**src/design/rau_pkg.sv**
```systemverilog
// ----------------------------------------------------------------------------
// rau_pkg
// Shared opcodes, state encoding and the controller/datapath signal bundles.
// ----------------------------------------------------------------------------
`default_nettype none
package rau_pkg;

	localparam int ResNumW = 33;
	localparam int ResDenW = 31;

	typedef enum logic [3:0] {
		OP_ADD = 4'd0, OP_SUB = 4'd1, OP_MUL = 4'd2, OP_DIV = 4'd3,
		OP_GT  = 4'd4, OP_GE  = 4'd5, OP_LT  = 4'd6, OP_LE  = 4'd7,
		OP_EQ  = 4'd8, OP_NE  = 4'd9
	} op_t;

	typedef enum logic [3:0] {
		ST_IDLE, ST_MUL1, ST_MUL2, ST_FORM, ST_GCD_LOAD, ST_GCD_RUN,
		ST_GCD_CHECK, ST_DIVN_LOAD, ST_DIVN_RUN, ST_DIVD_LOAD, ST_DIVD_RUN,
		ST_DONE
	} state_t;

	typedef struct packed {
		logic load;
		logic mul1;
		logic mul2;
		logic form;
		logic div_load_gcd;
		logic div_load_n;
		logic div_load_d;
		logic div_step;
		logic gcd_swap;
		logic save_n;
		logic emit;
	} cmd_t;

	typedef struct packed {
		logic is_arith;
		logic den_zero;
		logic div_done;
		logic rem_zero;
	} sts_t;

endpackage
`default_nettype wire

```
**src/design/rau_ctrl.sv**
```systemverilog
// ----------------------------------------------------------------------------
// rau_ctrl
// Sequencer: cross products, then (arithmetic, nonzero denominator) Euclid
// loop on a shared divider, two exact gcd divisions, then one result strobe.
// ----------------------------------------------------------------------------
`default_nettype none
module rau_ctrl
	import rau_pkg::*;
(
	input  wire logic clk,
	input  wire logic arst_n,
	input  wire logic start,
	output logic      busy,
	input  wire sts_t sts,
	output cmd_t      cmd
);

	state_t state_q, state_d;

	always_ff @(posedge clk or negedge arst_n) begin
		if (!arst_n) begin
			state_q <= ST_IDLE;
		end else begin
			state_q <= state_d;
		end
	end

	always_comb begin
		state_d = state_q;
		unique case (state_q)
			ST_IDLE:      if (start) state_d = ST_MUL1;
			ST_MUL1:      state_d = ST_MUL2;
			ST_MUL2:      state_d = ST_FORM;
			ST_FORM: begin
				if (!sts.is_arith || sts.den_zero) state_d = ST_DONE;
				else state_d = ST_GCD_LOAD;
			end
			ST_GCD_LOAD:  state_d = ST_GCD_RUN;
			ST_GCD_RUN:   if (sts.div_done) state_d = ST_GCD_CHECK;
			ST_GCD_CHECK: begin
				if (sts.rem_zero) state_d = ST_DIVN_LOAD;
				else state_d = ST_GCD_RUN;
			end
			ST_DIVN_LOAD: state_d = ST_DIVN_RUN;
			ST_DIVN_RUN:  if (sts.div_done) state_d = ST_DIVD_LOAD;
			ST_DIVD_LOAD: state_d = ST_DIVD_RUN;
			ST_DIVD_RUN:  if (sts.div_done) state_d = ST_DONE;
			ST_DONE:      state_d = ST_IDLE;
			default:      state_d = ST_IDLE;
		endcase
	end

	always_comb begin
		cmd = '0;
		busy = (state_q != ST_IDLE);
		unique case (state_q)
			ST_IDLE:      cmd.load = start;
			ST_MUL1:      cmd.mul1 = 1'b1;
			ST_MUL2:      cmd.mul2 = 1'b1;
			ST_FORM:      cmd.form = 1'b1;
			ST_GCD_LOAD:  cmd.div_load_gcd = 1'b1;
			ST_GCD_RUN:   cmd.div_step = 1'b1;
			ST_GCD_CHECK: cmd.gcd_swap = !sts.rem_zero;
			ST_DIVN_LOAD: cmd.div_load_n = 1'b1;
			ST_DIVN_RUN:  begin
				cmd.div_step = 1'b1;
				cmd.save_n = sts.div_done;
			end
			ST_DIVD_LOAD: cmd.div_load_d = 1'b1;
			ST_DIVD_RUN:  cmd.div_step = 1'b1;
			ST_DONE:      cmd.emit = 1'b1;
			default:      cmd = '0;
		endcase
	end

endmodule
`default_nettype wire

```
**src/design/rau_dp.sv**
```systemverilog
// ----------------------------------------------------------------------------
// rau_dp
// Datapath: one shared multiplier, operand registers, and a restoring
// divider that serves both the gcd loop and the final reductions.
// ----------------------------------------------------------------------------
`default_nettype none
module rau_dp
	import rau_pkg::*;
#(
	parameter int FIELD_WIDTH = 16
) (
	input  wire logic                          clk,
	input  wire logic                          arst_n,
	input  wire logic [3:0]                    op,
	input  wire logic signed [FIELD_WIDTH-1:0] a_num,
	input  wire logic [FIELD_WIDTH-2:0]        a_den,
	input  wire logic signed [FIELD_WIDTH-1:0] b_num,
	input  wire logic [FIELD_WIDTH-2:0]        b_den,
	input  wire cmd_t                          cmd,
	output sts_t                               sts,
	output logic                               done,
	output logic signed [ResNumW-1:0]          res_num,
	output logic [ResDenW-1:0]                 res_den,
	output logic                               cmp_true,
	output logic                               div_error
);

	localparam int PW = 2 * FIELD_WIDTH;
	localparam int SW = PW + 2;
	localparam int MW = PW + 1;
	localparam int CW = $clog2(MW + 1);

	logic [3:0]                    op_q;
	logic signed [FIELD_WIDTH-1:0] an_q, bn_q;
	logic signed [FIELD_WIDTH:0]   ad_q, bd_q;
	logic signed [PW-1:0]          p1_q, p2_q;
	logic signed [SW-1:0]          rn_q, rd_q;
	logic                          neg_q;
	logic [MW-1:0]                 n_q, g_q, qn_q;
	logic [MW-1:0]                 dvd_q, dvs_q, quo_q;
	logic [MW:0]                   rem_q;
	logic [CW-1:0]                 cnt_q;
	logic                          run_q;

	logic signed [FIELD_WIDTH:0] mx, my;
	logic signed [PW+1:0]        prod;
	logic signed [SW-1:0]        sn, sd;
	logic [MW:0]                 rem_sh;
	logic [MW-1:0]               mag_n, mag_d;

	always_comb begin
		mx = {an_q[FIELD_WIDTH-1], an_q};
		my = bd_q;
		if (cmd.mul1 && op_q == OP_MUL) my = {bn_q[FIELD_WIDTH-1], bn_q};
		if (cmd.mul2) begin
			mx = ad_q;
			my = (op_q <= OP_MUL) ? bd_q : {bn_q[FIELD_WIDTH-1], bn_q};
		end
		if (cmd.form) begin
			mx = ad_q;
			my = {bn_q[FIELD_WIDTH-1], bn_q};
		end
		prod = mx * my;
	end

	always_comb begin
		sn = SW'(p1_q);
		sd = SW'(p2_q);
		unique case (op_q)
			OP_ADD: begin
				sn = SW'(p1_q) + prod;
				sd = SW'(p2_q);
			end
			OP_SUB: begin
				sn = SW'(p1_q) - prod;
				sd = SW'(p2_q);
			end
			default: begin
				sn = SW'(p1_q);
				sd = SW'(p2_q);
			end
		endcase
	end

	assign mag_n = rn_q[SW-1] ? MW'(-rn_q) : MW'(rn_q);
	assign mag_d = rd_q[SW-1] ? MW'(-rd_q) : MW'(rd_q);
	assign rem_sh = {rem_q[MW-1:0], dvd_q[MW-1]};

	always_ff @(posedge clk) begin
		if (cmd.load) begin
			op_q <= op;
			an_q <= a_num;
			bn_q <= b_num;
			ad_q <= {2'b00, a_den};
			bd_q <= {2'b00, b_den};
		end
		if (cmd.mul1) p1_q <= PW'(prod);
		if (cmd.mul2) p2_q <= PW'(prod);
		if (cmd.form) begin
			rn_q <= sn;
			rd_q <= sd;
		end
		if (cmd.div_load_gcd) begin
			n_q <= mag_d;
			neg_q <= rn_q[SW-1] ^ rd_q[SW-1];
		end
		if (cmd.gcd_swap) begin
			n_q <= rem_q[MW-1:0];
		end
		if (cmd.save_n) qn_q <= quo_q;
	end

	always_ff @(posedge clk or negedge arst_n) begin
		if (!arst_n) begin
			run_q <= 1'b0;
			cnt_q <= '0;
		end else if (cmd.div_load_gcd || cmd.gcd_swap || cmd.div_load_n
				|| cmd.div_load_d) begin
			run_q <= 1'b1;
			cnt_q <= CW'(MW);
		end else if (cmd.div_step && run_q) begin
			cnt_q <= cnt_q - 1'b1;
			if (cnt_q == CW'(1)) run_q <= 1'b0;
		end
	end

	always_ff @(posedge clk) begin
		if (cmd.div_load_gcd) begin
			dvd_q <= mag_n;
			dvs_q <= mag_d;
			rem_q <= '0;
		end else if (cmd.gcd_swap) begin
			dvd_q <= n_q;
			dvs_q <= rem_q[MW-1:0];
			rem_q <= '0;
		end else if (cmd.div_load_n) begin
			dvs_q <= n_q;
			g_q <= n_q;
			rem_q <= '0;
			dvd_q <= mag_n;
		end else if (cmd.div_load_d) begin
			dvd_q <= mag_d;
			dvs_q <= g_q;
			rem_q <= '0;
		end else if (cmd.div_step && run_q) begin
			dvd_q <= {dvd_q[MW-2:0], 1'b0};
			if (rem_sh >= {1'b0, dvs_q}) begin
				rem_q <= rem_sh - {1'b0, dvs_q};
				quo_q <= {quo_q[MW-2:0], 1'b1};
			end else begin
				rem_q <= rem_sh;
				quo_q <= {quo_q[MW-2:0], 1'b0};
			end
		end
	end

	assign sts.is_arith = (op_q <= OP_DIV);
	assign sts.den_zero = (sd == '0);
	assign sts.div_done = !run_q;
	assign sts.rem_zero = (rem_q == '0);

	always_ff @(posedge clk or negedge arst_n) begin
		if (!arst_n) begin
			done <= 1'b0;
			res_num <= '0;
			res_den <= '0;
			cmp_true <= 1'b0;
			div_error <= 1'b0;
		end else begin
			done <= cmd.emit;
			if (cmd.emit) begin
				res_num <= '0;
				res_den <= '0;
				cmp_true <= 1'b0;
				div_error <= 1'b0;
				if (op_q <= OP_DIV) begin
					if (rd_q == '0) begin
						div_error <= 1'b1;
					end else begin
						res_num <= neg_q ? ResNumW'(-{1'b0, qn_q}) : ResNumW'(qn_q);
						res_den <= ResDenW'(quo_q);
					end
				end else begin
					unique case (op_q)
						OP_GT:   cmp_true <= (rn_q > rd_q);
						OP_GE:   cmp_true <= (rn_q >= rd_q);
						OP_LT:   cmp_true <= (rn_q < rd_q);
						OP_LE:   cmp_true <= (rn_q <= rd_q);
						OP_EQ:   cmp_true <= (rn_q == rd_q);
						OP_NE:   cmp_true <= (rn_q != rd_q);
						default: cmp_true <= 1'b0;
					endcase
				end
			end
		end
	end

endmodule
`default_nettype wire

```
**src/design/rational_arithmetic_unit.sv**
```systemverilog
// ----------------------------------------------------------------------------
// rational_arithmetic_unit
// Fraction ALU with gcd reduction: add, sub, mul, div and six compares.
// ----------------------------------------------------------------------------
// Usage: drive op and the two fractions and raise start while busy is low;
// the transfer happens at that edge and busy rises the next cycle.
// Cross products run on one shared multiplier in states MUL1, MUL2 and FORM,
// the last also forming the sum. Comparisons, and arithmetic ops with a zero
// denominator, finish there: FORM goes to DONE, whose emit strobe registers
// done. Arithmetic ops run Euclid on a shared bit-serial divider, then two
// exact divisions by the gcd. busy is low in the cycle done is high, so the
// next transfer can land at the edge that ends it; start is ignored while
// busy is high, so a new item is taken only after the last is finished.
// The result is registered onto res_num, res_den, cmp_true and div_error
// with done and holds until the next done; the receiver cannot stall it.
// Reset clears the controller and output strobe; no item is in flight.
// ----------------------------------------------------------------------------
`default_nettype none
module rational_arithmetic_unit
	import rau_pkg::*;
#(
	parameter int FIELD_WIDTH = 16
) (
	input  wire logic                          clk,
	input  wire logic                          arst_n,
	input  wire logic                          start,
	output logic                               busy,
	input  wire logic [3:0]                    op,
	input  wire logic signed [FIELD_WIDTH-1:0] a_num,
	input  wire logic [FIELD_WIDTH-2:0]        a_den,
	input  wire logic signed [FIELD_WIDTH-1:0] b_num,
	input  wire logic [FIELD_WIDTH-2:0]        b_den,
	output logic                               done,
	output logic signed [ResNumW-1:0]          res_num,
	output logic [ResDenW-1:0]                 res_den,
	output logic                               cmp_true,
	output logic                               div_error
);

	cmd_t cmd;
	sts_t sts;

	rau_ctrl u_ctrl (
		.clk    (clk),
		.arst_n (arst_n),
		.start  (start),
		.busy   (busy),
		.sts    (sts),
		.cmd    (cmd)
	);

	rau_dp #(.FIELD_WIDTH(FIELD_WIDTH)) u_dp (
		.clk       (clk),
		.arst_n    (arst_n),
		.op        (op),
		.a_num     (a_num),
		.a_den     (a_den),
		.b_num     (b_num),
		.b_den     (b_den),
		.cmd       (cmd),
		.sts       (sts),
		.done      (done),
		.res_num   (res_num),
		.res_den   (res_den),
		.cmp_true  (cmp_true),
		.div_error (div_error)
	);

endmodule
`default_nettype wire
```
**config.mk**
```make
export PLATFORM = sky130hd
export DESIGN_NAME = rational_arithmetic_unit
export DESIGN_NICKNAME = d
export VERILOG_FILES = /design/src/design/rau_pkg.sv /design/src/design/rau_ctrl.sv /design/src/design/rau_dp.sv /design/src/design/rational_arithmetic_unit.sv
export SDC_FILE = /design/constraint.sdc
export NUM_CORES = 2
export LEC_CHECK = 0
export BUFFER_PORTS_ARGS = -buffer_cell sky130_fd_sc_hd__clkbuf_2
export CAP_MARGIN = 25
export CORE_ASPECT_RATIO = 1.1
export CORE_MARGIN = 1.5
export CORE_UTILIZATION = 40
export DETAILED_ROUTE_END_ITERATION = 8
export HOLD_SLACK_MARGIN = 0.06
export PLACE_DENSITY_LB_ADDON = 0.25
export SLEW_MARGIN = 20
export SYNTH_ARGS = -nofsm -noshare
export SYNTH_HDL_FRONTEND = slang
export SYNTH_HIERARCHICAL = 1
export SYNTH_SLANG_ARGS = --single-unit
```
**constraint.sdc**
```tcl
create_clock -name clk -period 39.5 [get_ports clk]
set_input_delay 3.95 -clock clk [delete_from_list [all_inputs] [get_ports clk]]
set_output_delay 3.95 -clock clk [all_outputs]
set_load 0.02 [all_outputs]
```
-- Word-level counts from Yosys, hierarchy flattened
Index checks and enable logic that the tools add are counted.
- register bits: 507
- input port bits: 69
- output and inout port bits: 68
- word-level logic and storage cells: 151
- add/subtract/negate cells: 7
- multipliers: 1
- order comparisons: 7
- equal/unequal tests: 26
- muxes and demuxes: 54
- bitwise gates (word level): 5
- reduce and logical (&&, ||, !) cells: 26
- operator list (cell ; number):
    $mux 33 ; 16
    $logic_not 34->1 ; 3
    $mux 17 ; 6
    $pmux 34 s2 ; 1
    $neg 33->33 ; 2
    $mux 31 ; 2
    $pmux 4 s11 ; 1
    $add 32x34->34 ; 1
    $eq 34x32->1 ; 1
    $ge 34x32->1 ; 1
    $ge 34x33->1 ; 1
    $gt 34x32->1 ; 1
    $le 34x32->1 ; 1
    $lt 34x32->1 ; 1
    $mul 17x17->34 ; 1
    $mux 34 ; 1
    $ne 34x32->1 ; 1
    $sub 32x34->34 ; 1
    $sub 34x33->34 ; 1
    $neg 32->33 ; 1
    $eq 4x3->1 const B ; 8
    $eq 4x4->1 const B ; 6
    $mux 4 ; 5
    $mux 1 ; 18
    24 further kinds ; 45

-- Logic depth before layout (Yosys ltp)
- word-level depth: 9
- gate-level depth with buffers: 47
- gate-level depth less buffers: 44

-- Hierarchy
Netlist, hierarchy kept.
- modules (own cells, without submodules) (module ; times used ; cells an instance ; area each (um^2) ; seq. area each (um^2)):
    rau_dp ; 1 ; 3597 ; 36827.8 ; 14393.8
    rau_ctrl ; 1 ; 54 ; 381.6 ; 100.1

-- Least setup slack after synthesis
OpenSTA, ideal clock, no wires.
- kind: register -> register
- from: reg u_ctrl.state_q[2]
- to: reg u_dp.rn_q[33] (data pin)
- setup time: 0.259 ns
- arrival: 15.035 ns
- data required time: 39.241 ns
- slack: 24.206 ns
- stages on the path, launching flop included: 42
- buffers on the path: 3
- clock period less this slack: 15.294 ns
- path through: dfrtp_1 -> clkbuf_1 -> nor3_1 -> nor2_1 -> clkbuf_1 -> buf_1 -> mux2i_1 -> nor2_1 -> fa_1 -> inv_1 -> fa_1 -> fa_1 -> inv_1 -> fa_1 -> fa_1 -> inv_1 -> fa_1 -> inv_1 -> [6 not listed] -> nor4b_2 -> nand3_1 -> nor4_1 -> nor3b_2 -> nor2_1 -> xnor2_1 -> ha_1 -> nand4_1 -> nor2_1 -> nand2_1 -> o211ai_1 -> or3_1 -> o21ai_0 -> a21oi_1 -> or3b_2 -> and3_1 -> mux2i_1 -> xnor2_1
- RTL lines (element ; line ; text):
    start: declaration ; rau_ctrl.sv:18 ; state_t state_q, state_d;
    start signal: assignment ; rau_ctrl.sv:24 ; state_q <= state_d;
    end signal: assignment ; rau_dp.sv:100 ; rn_q <= sn;
    end: declaration ; rau_dp.sv:37 ; logic signed [SW-1:0] rn_q, rd_q;

==> impl_metrics.env <==
export IMPL_status="complete, no violations"
export IMPL_wirelength_um=90300
export IMPL_path_depth=40
export IMPL_setup_tns_ns=0
export IMPL_cts_post_setup_buffers_inserted=0
export IMPL_drv_cap=0
export IMPL_ctsLongestPathBuffers=3
export IMPL_seq_area_um2=14500
export IMPL_first_pass_iters=6
export IMPL_yosys_area_top_type_share_pct=31.9
export IMPL_grt_setup_unrepaired="false"
export IMPL_reg2reg_slack_ns=27.55
export IMPL_yosys_area_top_type="edfxtp_1"
export IMPL_peakVddDrop_uv=31.5
export IMPL_slew_violations=0
export IMPL_power_combinational_fraction_pct=0.5
export IMPL_p_clk_share_pct=49.1
export IMPL_syn_inst=3651
export IMPL_yosysSeqAreaShare_pct=39.0
export IMPL_p_leak_nw=17.9
export IMPL_die_area_um2=94900
export IMPL_hold_viol=0
export IMPL_hold_path_startpoint="u_dp/quo_q[32]"
export IMPL_port_buffer_count=136
export IMPL_timing_slew_headroom_pct=31.4
export IMPL_grt_pass1_wl_um=144000
export IMPL_critPathMaxStageDelay_ns=0.69
export IMPL_core_um2=92400
export IMPL_required_ns=39.91
export IMPL_worstMarginPinSlew_ns=1.00
export IMPL_wl_per_cell_um=17.8
export IMPL_cts_made_buffers=56
export IMPL_critical_path_class="reg2reg"
export IMPL_antennaDiodeCount=0
export IMPL_rows=117
export IMPL_synth_cell_types=83
export IMPL_ant_nets=0
export IMPL_fmax_ghz=0.0837
export IMPL_ios=137
export IMPL_grt_pass1_vias=26200
export IMPL_finalCritPeriodShare_pct=30.2
export IMPL_cts_hold_buffers=0
export IMPL_synth_area_um2=37200
export IMPL_track_usage_pct=19.0
export IMPL_setup_worst_path_start_class="register"
export IMPL_setup_worst_path_start="u_ctrl/state_q[0]"
export IMPL_dpl_hpwl_um=69900
export IMPL_fin_nets=4324
export IMPL_die_h_um=323
export IMPL_synth_ff_type="edfxtp_1"
export IMPL_n_fill_cell=8709
export IMPL_period_minus_slack_ns=11.95
export IMPL_syn_area_per_cell_um2=10.2
export IMPL_final_area_um2=41500
export IMPL_cts_repair_resized=0
export IMPL_p_int_mw=0.899
export IMPL_root_buffer="clkbuf_16"
export IMPL_cts_htree_levels=2
export IMPL_path_clk_slew_ns=0.06
export IMPL_syn_nets=4199
export IMPL_clock_sinks=507
export IMPL_setup_violations=0
export IMPL_critical_path_slowest_cell="nand2b_1"
export IMPL_layout_common_cells="484 x inv_1, 400 x nand2_1, 395 x edfxtp_1, 314 x nor2_1, 289 x fa_1"
export IMPL_async_flop_share_pct=15.4
export IMPL_die_w_um=294
export IMPL_p_seq_share_pct=50.4
export IMPL_final_common_cell="inv_1"
export IMPL_crit_path_max_fanout=35
export IMPL_via_per_inst=5.19
export IMPL_rr_worst_depth=40
export IMPL_end_kind="register"
export IMPL_drcViolationCount=0
export IMPL_area_delta_synth_final_pct=11.5
export IMPL_crit_arrival_ns=12.35
export IMPL_vias=26300
export IMPL_synth_edf_count=395
export IMPL_critical_path_buf_inv_count=6
export IMPL_p_sw_share_pct=20.4
export IMPL_drt_iter0_drc=1646
export IMPL_antenna_found_initial=0
export IMPL_cp_endpoint="u_dp/rn_q[33]"
export IMPL_grt_max_degree=108
export IMPL_dpl_cell_area_um2=39500
export IMPL_clk_latency_ns=0.66
export IMPL_yosys_warnings=6
export IMPL_start_util_pct=40.3
export IMPL_globalplace_congestion=0.900
export IMPL_ys_ff_latch=507
export IMPL_synth_area_leaders="edfxtp_1 32%, fa_1 16%, ha_1 6.4%"
export IMPL_drive_gt1_share_pct=9.31
export IMPL_path_delay_family="adder cells"
export IMPL_timing_rr_start="u_ctrl/state_q[0]"
export IMPL_power_density_nw_per_um2=27.2
export IMPL_skew_ns=0.0517
export IMPL_grt_overflow=0
export IMPL_crit_top_cell="fa_1"
export IMPL_hp_class="reg2reg"
export IMPL_r2r_end="u_dp/rn_q[33]"
export IMPL_cts_tree="built"
export IMPL_multiInputGateArea_um2=20500
export IMPL_switchingPower_mw=0.230
how the worst min path moves through the flow:
stage,slack (ns),endpoint,cells past startpoint
after floorplan,0.40,u_dp/qn_q[32],0
after global placement,0.40,u_dp/qn_q[32],0
after detailed placement,0.42,u_dp/qn_q[32],0
after CTS,0.44,u_dp/qn_q[32],0
after global routing,0.45,u_dp/qn_q[32],0
final,0.43,u_dp/qn_q[32],0
kinds of logic after synthesis:
group	after synthesis	share of synthesized area, %
buf+inv	607	6.15
simple gates	1061	13.1
xor+xnor	206	4.87
compound gates	701	12.5
mux	90	2.52
flops	507	39.0
fa+ha+maj	479	21.9
state kept, by name, summed over array words and instances, names as in the netlist, 16 cells and up:
register	flops
u_dp/res_num	33
u_dp/rem_q	34
u_dp/qn_q	33
u_dp/p1_q	32
u_dp/p2_q	32
u_dp/dvd_q	33
u_dp/rn_q	34
u_dp/an_q	16
u_dp/n_q	33
u_dp/bn_q	16
u_dp/res_den	31
u_dp/g_q	33
u_dp/dvs_q	33
u_dp/quo_q	33
u_dp/rd_q	32
stage by stage:
stage	total power [mW]	hold slack, ns	std cells	utilization (%)	setup WS (ns)
2_1_floorplan	0.580	0.400	3651	-	24.21
3_3_place_gp	0.586	0.402	4966	42.7	27.73
3_5_place_dp	0.586	0.420	4966	42.7	27.65
4_1_cts	1.14	0.435	5070	44.9	27.59
5_1_grt	1.17	0.450	5071	44.9	26.77
6_report	1.13	0.430	5071	44.9	27.55
cells in the mapped netlist, drive strengths merged, types with 44 or more instances:
library cell and instances:
nor2b 45, and2 44, xnor2 123, a21o 69, fa 289, edfxtp 395
inv 485, nor2 320, nand2 401, mux2i 61, a21oi 125, clkbuf 105
o21ai 178, ha 190, dfrtp 78, xor2 83, o31ai 58
final cells by class:
cell class / instances / area share (%)
Timing Repair Buffer: 188 / 2.65
Inverter: 486 / 4.40
Tap cell: 1249 / 3.77
Sequential cell: 507 / 34.9
Clock inverter: 38 / 1.17
Multi-Input combinational cell: 2537 / 49.5
Clock buffer: 66 / 3.62
routing by layer:
| metal | track usage, % | wire length, um |
|---|---|---|
| met3 | 2.16 | 3500 |
| met5 | 0 | 0 |
| met4 | 6.19 | 2620 |
| met2 | 32.7 | 43600 |
| met1 | 25.0 | 40500 |
power by group through the flow:
stage	Sequential [mW]	Clock (mW)	Combinational, mW
finish	0.569	0.554	0.00535
global route	0.569	0.591	0.00601
CTS	0.569	0.569	0.00552
detailed placement	0.580	0	0.00550
global placement	0.580	0	0.00542
floorplan	0.580	0	0.0000124
No activity file was read; power rests on OpenSTA's default activity.
